### config.mk
export PLATFORM = sky130hd
export DESIGN_NAME = ramped_stepper_launch_sequencer_top
export DESIGN_NICKNAME = d
export VERILOG_FILES = /design/src/hw/rtl/rsls_pkg.sv /design/src/hw/rtl/rsls_ctrl.sv /design/src/hw/rtl/rsls_dp.sv /design/src/hw/rtl/ramped_stepper_launch_sequencer_top.sv
export VERILOG_INCLUDE_DIRS = /design/src /design/src/hw/rtl
export SDC_FILE = /design/constraint.sdc
export NUM_CORES = 1
export LEC_CHECK = 0
export BUFFER_PORTS_ARGS = -buffer_cell sky130_fd_sc_hd__buf_4
export CORE_MARGIN = 3
export CORE_UTILIZATION = 45
export CTS_BUF_LIST = sky130_fd_sc_hd__clkbuf_2
export CTS_CLUSTER_DIAMETER = 30
export DETAILED_ROUTE_END_ITERATION = 8
export SYNTH_ARGS = -nofsm -noshare
export SYNTH_HDL_FRONTEND = slang
export SYNTH_SLANG_ARGS = --single-unit
### constraint.sdc
create_clock -name clk -period 6 [get_ports clk]
set_clock_uncertainty 0.05 [all_clocks]
set_input_delay 1.8 -clock clk [delete_from_list [all_inputs] [get_ports clk]]
set_output_delay 1.8 -clock clk [all_outputs]
set_load 0.05 [all_outputs]
### src/hw/rtl/ramped_stepper_launch_sequencer_top_defines.svh
// Assertion macros for the ramped stepper launch sequencer.
// Define NO_ASSERTIONS to compile them out; no other dependencies.
`ifndef RAMPED_STEPPER_LAUNCH_SEQUENCER_TOP_DEFINES_SVH
`define RAMPED_STEPPER_LAUNCH_SEQUENCER_TOP_DEFINES_SVH
`ifndef NO_ASSERTIONS
`define RSLS_ASSERT(lbl, clk, rst_n, prop) \
	lbl: assert property (@(posedge clk) disable iff (!rst_n) prop) \
		else $error("rsls: check failed");
`define RSLS_NEVER(lbl, clk, rst_n, cond) \
	`RSLS_ASSERT(lbl, clk, rst_n, !(cond))
`else
`define RSLS_ASSERT(lbl, clk, rst_n, prop)
`define RSLS_NEVER(lbl, clk, rst_n, cond)
`endif
`endif

### src/hw/rtl/rsls_pkg.sv
// Shared types and constants of the ramped stepper launch sequencer.
// Used by rsls_ctrl, rsls_dp and the top level; depends on nothing.
package rsls_pkg;

	localparam int STEP_BITS_DEF  = 20;
	localparam int DELAY_BITS_DEF = 12;
	localparam int MOTOR_COUNT    = 4;
	localparam int MOTOR_LIM      = (MOTOR_COUNT < 4) ? MOTOR_COUNT : 4;
	localparam int CFG_IDX_BITS   = 3;

	localparam int RST_STEPS = 10000;
	localparam int RST_RAMP  = 2000;
	localparam int RST_SLOW  = 600;
	localparam int RST_FAST  = 50;

	localparam logic [1:0] CMD_TICK   = 2'd0;
	localparam logic [1:0] CMD_LAUNCH = 2'd1;
	localparam logic [1:0] CMD_RESET  = 2'd2;
	localparam logic [1:0] CMD_JOG    = 2'd3;

	localparam logic [CFG_IDX_BITS-1:0] REG_STEPS_ONE   = 3'd0;
	localparam logic [CFG_IDX_BITS-1:0] REG_STEPS_TWO   = 3'd1;
	localparam logic [CFG_IDX_BITS-1:0] REG_STEPS_THREE = 3'd2;
	localparam logic [CFG_IDX_BITS-1:0] REG_STEPS_FOUR  = 3'd3;
	localparam logic [CFG_IDX_BITS-1:0] REG_RAMP        = 3'd4;
	localparam logic [CFG_IDX_BITS-1:0] REG_SLOW        = 3'd5;
	localparam logic [CFG_IDX_BITS-1:0] REG_FAST        = 3'd6;

	typedef struct packed {
		logic [1:0] cmd;
		logic [1:0] motor_sel;
		logic       jog_forward;
	} item_t;

	typedef struct packed {
		logic [3:0] step_lines;
		logic [3:0] dir_lines;
		logic       moving;
		logic       is_launched;
		logic       move_done;
	} result_t;

	typedef struct packed {
		logic load_in;
		logic decide;
		logic prep;
		logic mul;
		logic div_step;
		logic fix;
		logic out_load;
	} dp_cmd_t;

	typedef struct packed {
		logic need_calc;
		logic ramp_on;
	} dp_stat_t;

endpackage

### src/hw/rtl/rsls_ctrl.sv
// Controller of the ramped stepper launch sequencer: request handshake,
// sequencing of decide, half period calculation and result load. Uses rsls_pkg.
module rsls_ctrl #(
	parameter int DELAY_BITS = rsls_pkg::DELAY_BITS_DEF
) (
	input  logic               clk,
	input  logic               arst_n,
	input  logic               item_valid,
	output logic               item_stall,
	output logic               res_valid,
	input  logic               res_stall,
	input  rsls_pkg::dp_stat_t stat,
	output rsls_pkg::dp_cmd_t  cmd
);
	import rsls_pkg::*;

	localparam int CNT_W = $clog2(DELAY_BITS);

	typedef enum logic [2:0] {
		S_IDLE, S_DECIDE, S_PREP, S_MUL, S_DIV, S_FIX, S_OUT
	} state_t;

	state_t             state_q;
	logic [CNT_W-1:0]   cnt_q;
	logic               res_valid_q;
	logic               out_free;

	assign out_free   = !res_valid_q || !res_stall;
	assign item_stall = (state_q != S_IDLE);
	assign res_valid  = res_valid_q;

	always_comb begin
		cmd = '0;
		unique case (state_q)
			S_IDLE:   cmd.load_in  = item_valid;
			S_DECIDE: cmd.decide   = 1'b1;
			S_PREP:   cmd.prep     = 1'b1;
			S_MUL:    cmd.mul      = 1'b1;
			S_DIV:    cmd.div_step = 1'b1;
			S_FIX:    cmd.fix      = 1'b1;
			S_OUT:    cmd.out_load = out_free;
		endcase
	end

	always_ff @(posedge clk or negedge arst_n) begin
		if (!arst_n) begin
			state_q     <= S_IDLE;
			cnt_q       <= '0;
			res_valid_q <= 1'b0;
		end else begin
			if (state_q == S_OUT && out_free) begin
				res_valid_q <= 1'b1;
			end else if (!res_stall) begin
				res_valid_q <= 1'b0;
			end
			unique case (state_q)
				S_IDLE: begin
					if (item_valid) state_q <= S_DECIDE;
				end
				S_DECIDE: begin
					state_q <= stat.need_calc ? S_PREP : S_OUT;
				end
				S_PREP: begin
					state_q <= stat.ramp_on ? S_MUL : S_FIX;
				end
				S_MUL: begin
					cnt_q   <= '0;
					state_q <= S_DIV;
				end
				S_DIV: begin
					cnt_q <= cnt_q + CNT_W'(1);
					if (cnt_q == CNT_W'(DELAY_BITS - 1)) state_q <= S_FIX;
				end
				S_FIX: begin
					state_q <= S_OUT;
				end
				S_OUT: begin
					if (out_free) state_q <= S_IDLE;
				end
			endcase
		end
	end

endmodule

### src/hw/rtl/rsls_dp.sv
// Datapath of the ramped stepper launch sequencer: registers, motor state,
// half period multiply and restoring divide, result register. Uses rsls_pkg.
module rsls_dp #(
	parameter int STEP_BITS  = rsls_pkg::STEP_BITS_DEF,
	parameter int DELAY_BITS = rsls_pkg::DELAY_BITS_DEF,
	parameter int CFG_W      = (STEP_BITS > DELAY_BITS) ? STEP_BITS : DELAY_BITS
) (
	input  logic                                clk,
	input  logic                                arst_n,
	input  logic                                cfg_we,
	input  logic [rsls_pkg::CFG_IDX_BITS-1:0]   cfg_index,
	input  logic [CFG_W-1:0]                    cfg_data,
	input  rsls_pkg::item_t                     item,
	input  rsls_pkg::dp_cmd_t                   cmd,
	output rsls_pkg::dp_stat_t                  stat,
	output rsls_pkg::result_t                   res
);
	import rsls_pkg::*;

	localparam int SB = STEP_BITS;
	localparam int DB = DELAY_BITS;
	localparam int PW = STEP_BITS + DELAY_BITS;

	logic [3:0][SB-1:0] steps_q;
	logic [SB-1:0]      ramp_q;
	logic [DB-1:0]      slow_q;
	logic [DB-1:0]      fast_q;

	logic [1:0]         cmd_q;
	logic [1:0]         sel_q;
	logic               fwd_q;

	logic               launched_q, busy_q, single_q, mdir_q, pulse_q, done_q;
	logic [1:0]         active_q;
	logic [SB-1:0]      step_idx_q;
	logic [DB-1:0]      hpl_q;
	logic [DB-1:0]      cur_hp_q;
	logic [3:0]         dirl_q;

	logic               nx_launched, nx_busy, nx_single, nx_mdir, nx_pulse, nx_done;
	logic [1:0]         nx_active;
	logic [SB-1:0]      nx_idx;
	logic [DB-1:0]      nx_hpl;
	logic [3:0]         nx_dirl;
	logic               need_calc, go_begin, go_finish, cmd_ok;
	logic [1:0]         k_sel;

	logic [SB-1:0]      n_act;
	logic [SB-1:0]      idx1;
	logic [2:0]         search_from;
	logic               found;
	logic [1:0]         k_found;

	logic [SB-1:0]      half_n;
	logic [SB-1:0]      n_less_ramp;
	logic               accel, decel;
	logic [SB-1:0]      m_n;
	logic [DB-1:0]      absd_n;
	logic               neg_n;
	logic [DB-1:0]      base_n;

	logic [SB-1:0]      m_q;
	logic [DB-1:0]      absd_q;
	logic               neg_q;
	logic [DB-1:0]      base_q;
	logic               ramp_on_q;

	logic [PW-1:0]      prod;
	logic [SB-1:0]      rem_q;
	logic [DB-1:0]      quo_q;
	logic [SB:0]        trial;
	logic               trial_ge;

	logic [DB-1:0]      q_use;
	logic [DB:0]        dval;
	logic [DB-1:0]      dfin;

	result_t            res_q;

	// decide
	assign n_act       = steps_q[active_q];
	assign idx1        = step_idx_q + SB'(1);
	assign search_from = (cmd_q == CMD_TICK) ? ({1'b0, active_q} + 3'd1) : 3'd0;
	assign cmd_ok      = ((cmd_q == CMD_LAUNCH) && !launched_q)
			|| ((cmd_q == CMD_RESET) && launched_q)
			|| ((cmd_q == CMD_JOG) && ({2'b00, sel_q} < 4'(MOTOR_COUNT)));

	always_comb begin
		found   = 1'b0;
		k_found = 2'd0;
		for (int j = 3; j >= 0; j--) begin
			if (3'(j) >= search_from && j < MOTOR_LIM && steps_q[j] != '0) begin
				found   = 1'b1;
				k_found = 2'(j);
			end
		end
	end

	always_comb begin
		nx_launched = launched_q;
		nx_busy     = busy_q;
		nx_single   = single_q;
		nx_active   = active_q;
		nx_mdir     = mdir_q;
		nx_idx      = step_idx_q;
		nx_hpl      = hpl_q;
		nx_pulse    = pulse_q;
		nx_dirl     = dirl_q;
		nx_done     = 1'b0;
		need_calc   = 1'b0;
		go_begin    = 1'b0;
		go_finish   = 1'b0;
		k_sel       = k_found;
		if (cmd_q == CMD_TICK) begin
			if (busy_q) begin
				if (hpl_q > DB'(1)) begin
					nx_hpl = hpl_q - DB'(1);
				end else if (pulse_q) begin
					nx_pulse = 1'b0;
					nx_hpl   = cur_hp_q;
				end else begin
					nx_idx = idx1;
					if (idx1 != '0 && idx1 < n_act) begin
						need_calc = 1'b1;
					end else if (single_q) begin
						go_finish = 1'b1;
					end else if (found) begin
						go_begin = 1'b1;
					end else begin
						go_finish = 1'b1;
					end
				end
			end
		end else if (!busy_q && cmd_ok) begin
			nx_busy   = 1'b1;
			nx_single = (cmd_q == CMD_JOG);
			nx_mdir   = (cmd_q == CMD_JOG) ? fwd_q : (cmd_q == CMD_LAUNCH);
			if (cmd_q == CMD_JOG) begin
				k_sel = sel_q;
				if (steps_q[sel_q] != '0) go_begin = 1'b1;
				else go_finish = 1'b1;
			end else if (found) begin
				go_begin = 1'b1;
			end else begin
				go_finish = 1'b1;
			end
		end
		if (go_begin) begin
			nx_active        = k_sel;
			nx_dirl[k_sel]   = nx_mdir;
			nx_idx           = '0;
			need_calc        = 1'b1;
		end
		if (go_finish) begin
			nx_busy  = 1'b0;
			nx_pulse = 1'b0;
			nx_hpl   = '0;
			if (!nx_single) nx_launched = nx_mdir;
			nx_done  = 1'b1;
		end
	end

	// half period: ramp phase and operands
	assign half_n      = n_act >> 1;
	assign n_less_ramp = n_act - ramp_q;
	assign accel       = (step_idx_q < ramp_q) && (step_idx_q < half_n);
	assign decel       = !accel && (ramp_q != '0) && (ramp_q <= n_act)
			&& (step_idx_q > n_less_ramp) && (step_idx_q > half_n);
	assign m_n         = accel ? step_idx_q : (step_idx_q - n_less_ramp);
	assign absd_n      = (slow_q >= fast_q) ? (slow_q - fast_q) : (fast_q - slow_q);
	assign neg_n       = accel ? (fast_q < slow_q) : (slow_q < fast_q);
	assign base_n      = accel ? slow_q : fast_q;

	assign stat.need_calc = need_calc;
	assign stat.ramp_on   = accel || decel;

	// multiply, then one quotient bit per cycle
	assign prod     = PW'(m_q) * PW'(absd_q);
	assign trial    = {rem_q, quo_q[DB-1]};
	assign trial_ge = (trial >= {1'b0, ramp_q});

	assign q_use = ramp_on_q ? quo_q : '0;
	assign dval  = neg_q ? ({1'b0, base_q} - {1'b0, q_use}) : ({1'b0, base_q} + {1'b0, q_use});
	assign dfin  = (dval[DB] || dval[DB-1:0] == '0) ? DB'(1) : dval[DB-1:0];

	always_ff @(posedge clk) begin
		if (cmd.load_in) begin
			cmd_q <= item.cmd;
			sel_q <= item.motor_sel;
			fwd_q <= item.jog_forward;
		end
		if (cmd.prep) begin
			m_q       <= m_n;
			absd_q    <= absd_n;
			neg_q     <= neg_n;
			base_q    <= base_n;
			ramp_on_q <= accel || decel;
		end
		if (cmd.mul) begin
			quo_q <= prod[DB-1:0];
			rem_q <= prod[PW-1:DB];
		end else if (cmd.div_step) begin
			quo_q <= {quo_q[DB-2:0], trial_ge};
			rem_q <= trial_ge ? SB'(trial - {1'b0, ramp_q}) : trial[SB-1:0];
		end
		if (cmd.out_load) begin
			res_q.step_lines  <= (busy_q && pulse_q) ? (4'd1 << active_q) : 4'd0;
			res_q.dir_lines   <= dirl_q;
			res_q.moving      <= busy_q;
			res_q.is_launched <= launched_q;
			res_q.move_done   <= done_q;
		end
	end

	always_ff @(posedge clk or negedge arst_n) begin
		if (!arst_n) begin
			steps_q    <= {4{SB'(RST_STEPS)}};
			ramp_q     <= SB'(RST_RAMP);
			slow_q     <= DB'(RST_SLOW);
			fast_q     <= DB'(RST_FAST);
			launched_q <= 1'b0;
			busy_q     <= 1'b0;
			single_q   <= 1'b0;
			active_q   <= 2'd0;
			mdir_q     <= 1'b0;
			step_idx_q <= '0;
			hpl_q      <= '0;
			cur_hp_q   <= '0;
			pulse_q    <= 1'b0;
			dirl_q     <= 4'd0;
			done_q     <= 1'b0;
		end else begin
			if (cfg_we) begin
				unique case (cfg_index)
					REG_STEPS_ONE:   steps_q[0] <= cfg_data[SB-1:0];
					REG_STEPS_TWO:   steps_q[1] <= cfg_data[SB-1:0];
					REG_STEPS_THREE: steps_q[2] <= cfg_data[SB-1:0];
					REG_STEPS_FOUR:  steps_q[3] <= cfg_data[SB-1:0];
					REG_RAMP:        ramp_q     <= cfg_data[SB-1:0];
					REG_SLOW:        slow_q     <= cfg_data[DB-1:0];
					REG_FAST:        fast_q     <= cfg_data[DB-1:0];
					default: ;
				endcase
			end
			if (cmd.decide) begin
				launched_q <= nx_launched;
				busy_q     <= nx_busy;
				single_q   <= nx_single;
				active_q   <= nx_active;
				mdir_q     <= nx_mdir;
				step_idx_q <= nx_idx;
				hpl_q      <= nx_hpl;
				pulse_q    <= nx_pulse;
				dirl_q     <= nx_dirl;
				done_q     <= nx_done;
			end else if (cmd.fix) begin
				cur_hp_q <= dfin;
				hpl_q    <= dfin;
				pulse_q  <= 1'b1;
			end
		end
	end

	assign res = res_q;

endmodule

### src/hw/rtl/ramped_stepper_launch_sequencer_top.sv
// Ramped stepper launch sequencer: four motor step/direction generator.
// One request at a time. A tick that starts no step goes from decide
// straight to the result load. A request that starts a step also passes
// prep and fix, and inside a ramp a multiply and the restoring divider
// that makes one quotient bit per cycle. Reset: not launched, idle, no
// result valid, registers at 10000/2000/600/50.
`include "ramped_stepper_launch_sequencer_top_defines.svh"
module ramped_stepper_launch_sequencer_top #(
	parameter int STEP_BITS  = rsls_pkg::STEP_BITS_DEF,
	parameter int DELAY_BITS = rsls_pkg::DELAY_BITS_DEF,
	parameter int CFG_W      = (STEP_BITS > DELAY_BITS) ? STEP_BITS : DELAY_BITS
) (
	input  logic                              clk,
	input  logic                              arst_n,
	input  logic                              item_valid,
	output logic                              item_stall,
	input  rsls_pkg::item_t                   item,
	output logic                              res_valid,
	input  logic                              res_stall,
	output rsls_pkg::result_t                 res,
	input  logic                              cfg_we,
	input  logic [rsls_pkg::CFG_IDX_BITS-1:0] cfg_index,
	input  logic [CFG_W-1:0]                  cfg_data
);
	import rsls_pkg::*;

	dp_cmd_t  dp_cmd;
	dp_stat_t dp_stat;

	rsls_ctrl #(
		.DELAY_BITS (DELAY_BITS)
	) u_ctrl (
		.clk        (clk),
		.arst_n     (arst_n),
		.item_valid (item_valid),
		.item_stall (item_stall),
		.res_valid  (res_valid),
		.res_stall  (res_stall),
		.stat       (dp_stat),
		.cmd        (dp_cmd)
	);

	rsls_dp #(
		.STEP_BITS  (STEP_BITS),
		.DELAY_BITS (DELAY_BITS),
		.CFG_W      (CFG_W)
	) u_dp (
		.clk       (clk),
		.arst_n    (arst_n),
		.cfg_we    (cfg_we),
		.cfg_index (cfg_index),
		.cfg_data  (cfg_data),
		.item      (item),
		.cmd       (dp_cmd),
		.stat      (dp_stat),
		.res       (res)
	);

	`RSLS_ASSERT(a_accept_holds_off, clk, arst_n, item_valid && !item_stall |=> item_stall)
	`RSLS_ASSERT(a_one_step_line, clk, arst_n, res_valid |-> $onehot0(res.step_lines))
	`RSLS_NEVER(a_done_while_moving, clk, arst_n, res_valid && res.move_done && res.moving)
	`RSLS_ASSERT(a_step_needs_move, clk, arst_n, res_valid && (res.step_lines != 4'd0) |-> res.moving)

endmodule

### Yosys cells after proc, flatten, opt, wreduce, memory -nomap -nowiden

Cells that the tools add are included.

| storage, ports and cells | value |
|---|---|
| bits in latches | 0 |
| bits in registers | 282 |
| bits in read-only memories | 0 |
| RAM bits | 0 |
| input port bits | 33 |
| output and inout port bits | 13 |
| memories kept | 0 |

| operators by class | value |
|---|---|
| $mul | 1 |
| equality and inequality tests | 27 |
| add/sub/neg operators | 11 |
| reduce and logical (&&, ||, !) cells | 59 |
| mux-type cells | 100 |
| div/mod/pow operators | 0 |
| $lt $le $gt $ge | 19 |
| shift operators | 1 |
| bitwise gates (word level) | 2 |

Operators with widths:

| cell | count |
|---|---|
| 2-to-1 mux 20 bit | 11 |
| 2-to-1 mux 12 bit | 13 |
| nonzero test 20 bit | 7 |
| binary-select mux 20 bit (select 2 bit) | 2 |
| subtractor 20 bit | 3 |
| 2-to-1 mux 1 bit | 56 |
| < comparator 20 bit | 2 |
| multiplier 20 x 12 -> 32 bit | 1 |
| < comparator 12 bit | 2 |
| subtractor 12 bit | 2 |
| >= comparator 21 x 20 -> 1 bit | 1 |
| case mux 3 bit (7 select lines) | 1 |
| adder 20 x 1 -> 20 bit (second input constant) | 1 |
| > comparator 20 x 19 -> 1 bit | 1 |
| > comparator 20 bit | 1 |
| <= comparator 20 bit | 1 |
| < comparator 20 x 19 -> 1 bit | 1 |
| equality test 3 bit (second input constant) | 6 |
| 2-to-1 mux 3 bit | 6 |
| AND reduction 2 bit | 9 |
| logical AND 1 bit | 16 |
| 2-to-1 mux 2 bit | 7 |
| adder 12 x 12 -> 13 bit | 1 |
| 2-to-1 mux 13 bit | 1 |
| 35 further kinds | 68 |

### Longest topological paths before layout

Gate-level depths: netlist of run 1.

| logic depth | value |
|---|---|
| depth after elaboration | 18 |
| depth in mapped cells | 23 |
| gate-level depth less buffers | 21 |

### By module

Synthesis of run 1 repeated with hierarchy kept, for this count alone.

| unflattened totals | value |
|---|---|
| cells, all modules | 2846 |
| area total of the unflattened synthesis | 26954.6 µm² |

By module, submodules not included:

| module | instances | cells each | area each (µm²) |
|---|---|---|---|
| rsls_dp | 1 | 2794 | 26474.1 |
| rsls_ctrl | 1 | 52 | 480.5 |

### Worst setup path after synthesis of run 1

OpenSTA, ideal clock, no wires.

| timing | value |
|---|---|
| kind | register -> register |
| start | reg u_dp.absd_q[5] |
| end | reg u_dp.rem_q[16], data pin |
| clock period less this slack | 5.540 ns |
| buffers on the path | 1 |
| arrival time | 5.222 ns |
| required time | 5.682 ns |
| path slack | 0.460 ns |
| setup time | 0.268 ns |
| cell stages (with the launch flop) | 21 |
| cells stage by stage | edfxtp_1 -> clkbuf_1 -> nand2_1 -> fa_1 -> inv_1 -> fa_1 -> fa_1 -> inv_1 -> fa_1 -> inv_1 -> fa_1 -> ha_1 -> o211a_1 -> o31a_1 -> o41a_1 -> a31o_2 -> o22a_1 -> a22oi_1 -> a21oi_1 -> xnor2_1 -> mux2i_1 |

| on the way | value |
|---|---|
| longest elaborated chain between the ends | 2 |

Ends and longest elaborated chain:

| element | line | RTL |
|---|---|---|
| start, declared | rsls_dp.sv:63 | `logic [DB-1:0] absd_q;` |
| start signal, assigned | rsls_dp.sv:194 | `absd_q <= absd_n;` |
| multiplier 20 x 12 -> 32 bit | rsls_dp.sv:178 | `assign prod = PW'(m_q) * PW'(absd_q);` |
| 2-to-1 mux 20 bit | rsls_dp.sv:199 | `if (cmd.mul) begin` |
| end signal, assigned | rsls_dp.sv:201 | `rem_q <= prod[PW-1:DB];` |
| end signal, assigned | rsls_dp.sv:204 | `rem_q <= trial_ge ? SB'(trial - {1'b0, ramp_q}) : trial[SB-1:0];` |
| end, declared | rsls_dp.sv:69 | `logic [SB-1:0] rem_q;` |

Every way passes these cells.
A chain may end at the register's enable or synchronous reset.

### Worst setup path in the final report of run 1

| timing | value |
|---|---|
| start | reg u_dp.absd_q[11] |
| end | reg u_dp.rem_q[18], data pin |

Same word-level chain as after synthesis.

==> summary by stage, run 1 <==
Status
The flow ran to the end, and the final reports show no timing, DRC or antenna violations.

Floorplanning
The floorplan step defined a die boundary enclosing between 60000 and 70000 sq um. Pin placement for this block handled between 40 and 50 I/O pins. The total number of placement rows is 88. The placeable core area is 58250 sq um. The chip height is around 250 um. For this configuration, the core starts out at a cell density of between 40 and 50%. Measured along the x axis, the die boundary spans approximately 250 um.

STA
Setup repair after global routing could not meet its margin everywhere. The final critical path takes up roughly 97% of the cycle. The final-report hold violation count is 0.

The headroom to the max-slew limit is 24.44%. The setup TNS is 0 ns. The final max-slew violation count is 0. The post-layout minimum cycle time is roughly 5.8 ns. Setup violations remaining at the end of the flow were counted as 0. For this run, the top clock speed supported by timing is about 170 MHz.

The transition time at the pin with the least slew margin is roughly 1.1 ns. The worst hold slack across all endpoints is ~0.41 ns.

Place
Including well taps, the total number of placed cells is roughly 3600. During placement, the flow inserted port buffers numbering 45. Detailed placement finished with a half-perimeter wire length of between 50000 and 60000 um. The placement-stage cell area is approximately 28000 sq um. At the end of routability-driven placement, the weighted congestion stood at 0.9500.

Clock network
For the worst-skew pair, the clock arrives at the later sink with an insertion delay of 1.08 ns. Counting along the longest clock path gives a buffer depth of 3. TritonCTS created 86 clock buffers. Hold repair after CTS inserted 0 buffers.

The sink count of the clock tree is ~280. The H-tree generated during clock tree synthesis spans 3 levels. The cell sitting at the root of the clock tree is a clkbuf_2. TritonCTS built the clock tree. After clock tree synthesis, the clock-pin slew on the worst setup and hold paths is around 0.1 ns.

Synthesis
The most instantiated library cell after synthesis is nand2_1. After synthesis, the most frequently instantiated cells are nand2_1 (345), inv_1 (322), ha_1 (231), fa_1 (186), dfrtp_1 (155). The number of different library cells used by synthesis comes to 81. Synthesis produced around 2900 cells.

The number of enable flip-flop cells after synthesis is 94. Of the total synthesized cell area, the portion taken by XOR and XNOR cells is 3.863%. Of the post-synthesis cell area, the part taken by muxes is 7.778%. The fraction of synthesis flops using an asynchronous set or reset pin is between 60 and 70%. The predominant post-synthesis flop cell is dfrtp_1. A synthesized cell averages roughly 9.4 sq um. The cell type with the largest total area after synthesis is dfrtp_1. Summing the areas of all fa, ha and maj instances in the mapped netlist gives between 20% and 30% of the synthesized area. Summing the sequential cell areas from Yosys gives between 20% and 30% of the chip area.

The synthesized flop and latch total is between 200 and 300. After synthesis, the largest family of logic cells by area is adder cells. Synthesis produced a netlist with a net count of 3301. The compound-gate portion of the synthesized area is 13.59%. By area the synthesized netlist is led by dfrtp_1 (14%), fa_1 (14%), ha_1 (11%). Of the post-synthesis cell area, the dominant cell type holds ~14%. The synthesized cell area is between 20000 and 30000 sq um. The simple logic cell fraction of the synthesized area is 15.48%.

For this run, the number of Yosys warnings is 0.

Detailed routing
The DRC violation count after routing is 0. The detail route stage leaves a number of antenna-violating nets equal to 0. The total detailed-routing wirelength is 74740 um. The first TritonRoute pass finished after 5 iterations.

The detailed router placed 21796 vias in this run. Dividing the detail-routed wire length by the instance count gives about 20 um. For this block, the initial DRC count from the detailed router was 1544. The mean number of vias per cell is ~5.7.

Final layout
The fraction of layout cells with a size suffix above 1 is ~16%. The number of standard cells in the layout, taps in and fillers out is approximately 3800. The final-stage net count is ~3400. The finished cells cover between 20000 and 30000 sq um. Compared with the post-synthesis result, the final layout area differs by 9.920%.

Setup path
The worst setup path is captured at a flip-flop. Along the worst path, the maximum fanout reaches 5. For the worst setup path, the data required time is between 6 and 7 ns. Among the stages of the critical path, the cell type that occurs most often is fa_1.

The peak per-stage delay on the critical path is ~0.57 ns. The startpoint kind of the worst setup timing path is a flip-flop. The largest individual stage delay along the critical path comes from the cell fa_1.

The critical path data arrival time is 6.50 ns. Traced cell by cell, the critical path runs through buf_4 -> and2_1 -> fa_1 -> fa_1 -> fa_1 -> fa_1 -> inv_1 -> fa_1 -> inv_1 -> ha_1 -> a21o_1 -> a221o_1 -> a31o_2 -> o22a_2 -> a22oi_2 -> a211oi_1 -> xnor2_1 -> o21ai_0. The worst setup path is of the reg2reg kind.

Job
The max-cap check violation count is 0.

Global route
The wire length of the first global-routing pass is around 120000 um. The residual overflow from global routing is 0. The pin count of the biggest net entering global routing is between 100 and 150. For this run, the total global-route usage over all layers was measured as around 24%. The number of global-route vias before repair is roughly 22000. The number of antenna violations at the first check in global routing is 5.

Hold path
In this run the worst hold path is classified as reg2reg.
-- what timing repair did --
action	CTS	global route
gates resized for setup	0	14
setup endpoints to repair	0	18
setup buffers	0	24
-- metrics by stage --
stage	worst slack (ns)	util, %
final	0.2043	50.49
after global routing	-0.01916	50.49
after CTS	0.01357	50.04
after detailed placement	0.1005	48.63
after global placement	0.1802	48.63
after floorplan	0.4596	-
-- kinds of logic (layout without fill, tap and decap cells) --
family | count (synthesis) | count (layout)
flip-flops | 282 | 282
AND/OR/NAND/NOR | 860 | 860
AO/OA/AOI/OAI | 565 | 565
adder cells (fa/ha/maj) | 417 | 417
buffers and inverters | 444 | 631
multiplexers | 165 | 165
other | 0 | 1
XOR/XNOR | 118 | 118
-- sequential cells by signal, indices dropped and copies added (netlist names), 20 cells and up --
signal,flops
u_dp.m_q,20
u_dp.ramp_q,20
u_dp.rem_q,20
u_dp.step_idx_q,20
u_dp.steps_q,80
-- cells in the final DEF, fill, tap and decap left out, drive strengths merged, types with 94 or more instances in the layout --
cell type    n
nor2       138
mux2       133
buf        150
a21oi      146
ha         231
o21ai      135
clkbuf     123
fa         186
inv        324
dfrtp      155
edfxtp      94
nand2      345
-- worst paths after layout --
| path | slack (ns) | end | depth (start not counted) | startpoint |
|---|---|---|---|---|
| max | 0.20 | u_dp.rem_q[18] | 18 | u_dp.absd_q[11] |
| min | 0.41 | u_dp.res[5] | 0 | u_dp.dirl_q[2] |
| max reg2reg | 0.20 | u_dp.rem_q[18] | 18 | u_dp.absd_q[11] |
| min reg2reg | 0.41 | u_dp.res[5] | 0 | u_dp.dirl_q[2] |
| max in group asynchronous | 3.94 | u_dp.fast_q[1] | 2 | arst_n |
| min in group asynchronous | 0.77 | u_dp.steps_q[34] | 1 | arst_n |
-- worst max-delay path, delay by kind of cell (launching register included) --
| kind | cells | cell delay [ns] |
|---|---|---|
| XOR/XNOR | 1 | 0.14 |
| AO/OA/AOI/OAI | 7 | 1.41 |
| buffers and inverters | 3 | 0.28 |
| flip-flops | 1 | 0.48 |
| AND/OR/NAND/NOR | 1 | 0.17 |
| adder cells (fa/ha/maj) | 6 | 2.97 |
-- final cells by class --
cell class / count / area (sq um)
fill: 5375 / 28840
multi-input combinational: 2125 / 17610
sequential: 282 / 7570
timing repair buffer: 152 / 1232
inverter: 322 / 1209
tap: 765 / 957.2
clock buffer: 121 / 605.6
clock inverter: 36 / 216.5
antenna: 1 / 2.502
-- metal layers --
metal  share of wire [%]  up-vias  global-route usage (%)
met2                  47      669                   38.85
met3                 6.1      167                   4.262
met5               0.015        -                       0
li1                    -    10158                       -
met1                  43    10800                   31.80
met4                 4.2        2                   10.88
Power of run 1 is left out: the tool's default activity adds up to more than one toggle a clock period on the data nets, which glitch-free logic cannot reach.
==> run 2: changes to the inputs <==
Settings changed: REMOVE_ABC_BUFFERS from default to 1.
==> run 2 against run 1 <==
First-iteration DRC count fell by 5.8%. Cell area grew 0.40%. Worst hold slack gained 0.012 ns. Via count down 0.95%. Routed wire length increased by 1.2%. Critical path type unchanged. Sequential cell count unchanged. Non-clock buffer count fell by 4. Utilization up 0.20 points. Cell count is 0.13% lower.
==> summary by stage, run 2 (same netlist as run 1, synthesis figures left out) <==
Place
Routability-driven placement finished with a final weighted congestion of 0.9248. Buffers placed on the I/O ports in this run total 45. The instance count after placement with tap cells included is about 3600. The wire-length estimate of the detail-placed layout is ~60000 um. The placement-stage cell area is ~28000 sq um.

Clock network
The sink count of the clock tree is 282. The clock latency on the worst-skew pair is around 1.0 ns. Buffers inserted during clock tree synthesis total 86.

The CTS tree is done. The number of hold-repair buffers added at the cts stage is 0. The longest clock path from root to sink contains 3 buffers. The number of H-tree levels is 3. Clock-pin slew was measured on the worst setup and hold paths at around 0.1 ns.

The root buffer cell chosen for the clock tree is clkbuf_2.

Final layout
The synthesis-to-finish area growth is 10.36%. Counting flops per register, the top entry is u_dp.steps_q. Cells fill about half of the core in the end.

The post-route netlist has roughly 16% of its cells at a drive strength greater than 1. The register with the most flip-flops in the layout has 80 of them. After the last flow step, the layout net total stands at between 3000 and 4000. The count of filler cells inserted in the layout is between 5000 and 6000. The total non-filler cell area in the finished layout is roughly 30000 sq um. The number of standard cells in the layout, taps in and fillers out is roughly 3800. The most common library cell in the layout ignoring fill and taps is nand2_1. The top cell types in the final layout, fill and taps aside, are nand2_1 (345), inv_1 (322), ha_1 (230), fa_1 (186), dfrtp_1 (155).

Floorplanning
The floorplan step defined a die boundary enclosing approximately 62000 sq um. The overall die width is roughly 250 um. The floorplan step defined a core boundary enclosing slightly below 60000 sq um. 46 I/O pins were placed.

For this configuration, the core starts out at a cell density of between 40% and 50%. Row generation in the floorplan step produced 88 rows. The chip height is between 200 and 250 um.

Detailed routing
The count of antenna-violating nets left after detailed routing is 0. The total iterations of the first detailed-routing run is 6. The total number of vias is about 22000. The mean number of vias per cell is around 5.7.

The total detailed-routing wirelength is roughly 76000 um. For this run, design rule violations remaining after detail routing come to 0. Dividing the detail-routed wire length by the instance count gives 19.92 um. In this run, the number of DRC markers left after iteration 0 of detailed routing was about 1500.

Setup path
The kind of critical path is reg2reg. Across all register-to-register paths, the minimum setup slack is between 0.2 and 0.25 ns. At the worst endpoint, the arrival time is between 6 and 7 ns.

Data on the critical path is required at its endpoint by around 6.7 ns. STA classifies the critical path endpoint as a flip-flop. Along the worst path, the maximum fanout reaches 7. STA classifies the critical path startpoint as a flip-flop.

Job
The max-cap check violation count is 0.

Global route
The number of global-route vias before repair is approximately 22000. Summed over all layers, the global routing overflow is 0. Global routing used about a quarter of the available tracks across all layers.

The number of antenna violations at the first check in global routing was 2. The pin count of the biggest net entering global routing is around 120. The wire length of the first global-routing pass is approximately 120000 um.

Hold path
The type of the tightest min-delay check is reg2reg.

STA
The final-report hold violation count is 0. Subtracting the final worst setup slack from the clock period gives 5.758 ns. At the pin with the least slew margin, the transition time is 1.079 ns. Hold is met by between 0.4 and 0.5 ns. The fmax is 173.7 MHz.

Of the available clock period, the critical path in the final layout requires 95.97%. Setup repair after global routing could not meet its margin everywhere. Setup violations remaining at the end of the flow were counted as 0. The headroom to the max-slew limit is 27.65%. The final max-slew violation count was 0.

Status
The flow ran to the end, and the final reports show no timing, DRC or antenna violations.
[run 2: cell count changes in the layout (fill, tap and decap cells not counted), moves of 2 or more]
| cell | change |
|---|---|
| clkinv_2 | +4 |
| bufinv_16 | +7 |
| clkinv_4 | +2 |
| clkbuf_2 | -9 |
| clkinv_1 | -4 |
| buf_4 | -4 |
[run 2: worst paths after layout]
check	start	endpoint	cells past startpoint
worst max-delay path	u_dp.m_q[1]	u_dp.rem_q[18]	19
worst min-delay path	u_dp.done_q	u_dp.res[0]	0
worst max register to register	u_dp.m_q[1]	u_dp.rem_q[18]	19
worst min register to register	u_dp.done_q	u_dp.res[0]	0
max in group asynchronous	arst_n	u_dp.step_idx_q[14]	2
min in group asynchronous	arst_n	u_dp.steps_q[71]	1
[run 2: layer usage]
metal	global-route usage, %	routed length (um)	vias up
li1	-	-	10136
met1	32.10	32860	10654
met2	39.01	34680	648
met3	5.409	5115	150
met4	10.61	3004	2
met5	0	20	-
[run 2: worst max-delay path, cell delays in order (launching register included)]
cell	delay, ns
edfxtp_1	0.59
nand2_1	0.14
fa_1	0.55
inv_1	0.04
ha_1	0.21
fa_1	0.53
inv_1	0.05
fa_1	0.47
fa_1	0.54
inv_1	0.05
ha_1	0.34
o211a_1	0.22
o31a_1	0.11
o41a_1	0.43
a31o_2	0.29
o22a_2	0.25
a22oi_2	0.21
a211oi_1	0.12
xnor2_1	0.16
o21ai_0	0.11
[run 2: metrics by stage]
step	worst slack [ns]	setup TNS, ns
after floorplan	0.3845	0
after global placement	0.06090	0
after detailed placement	0.02057	0
after CTS	0.004503	0
after global routing	-0.06891	-0.07552
final	0.2417	0
[run 2: repair_timing]
action	in CTS	in global routing
setup buffers	0	20
setup endpoints to repair	0	15
endpoints found under the hold margin	0	0
resized for setup	0	10
[run 2: final cells by class]
class,count,area (sq um),share of cell area [%]
Antenna cell,1,2.502,0.008476
Clock inverter,43,432.9,1.466
Tap cell,765,957.2,3.242
Multi-Input combinational cell,2125,17580,59.55
Timing Repair Buffer,148,1209,4.094
Inverter,322,1209,4.094
Clock buffer,113,565.5,1.915
Sequential cell,282,7569,25.63
Power of run 2 is left out for the same reason.
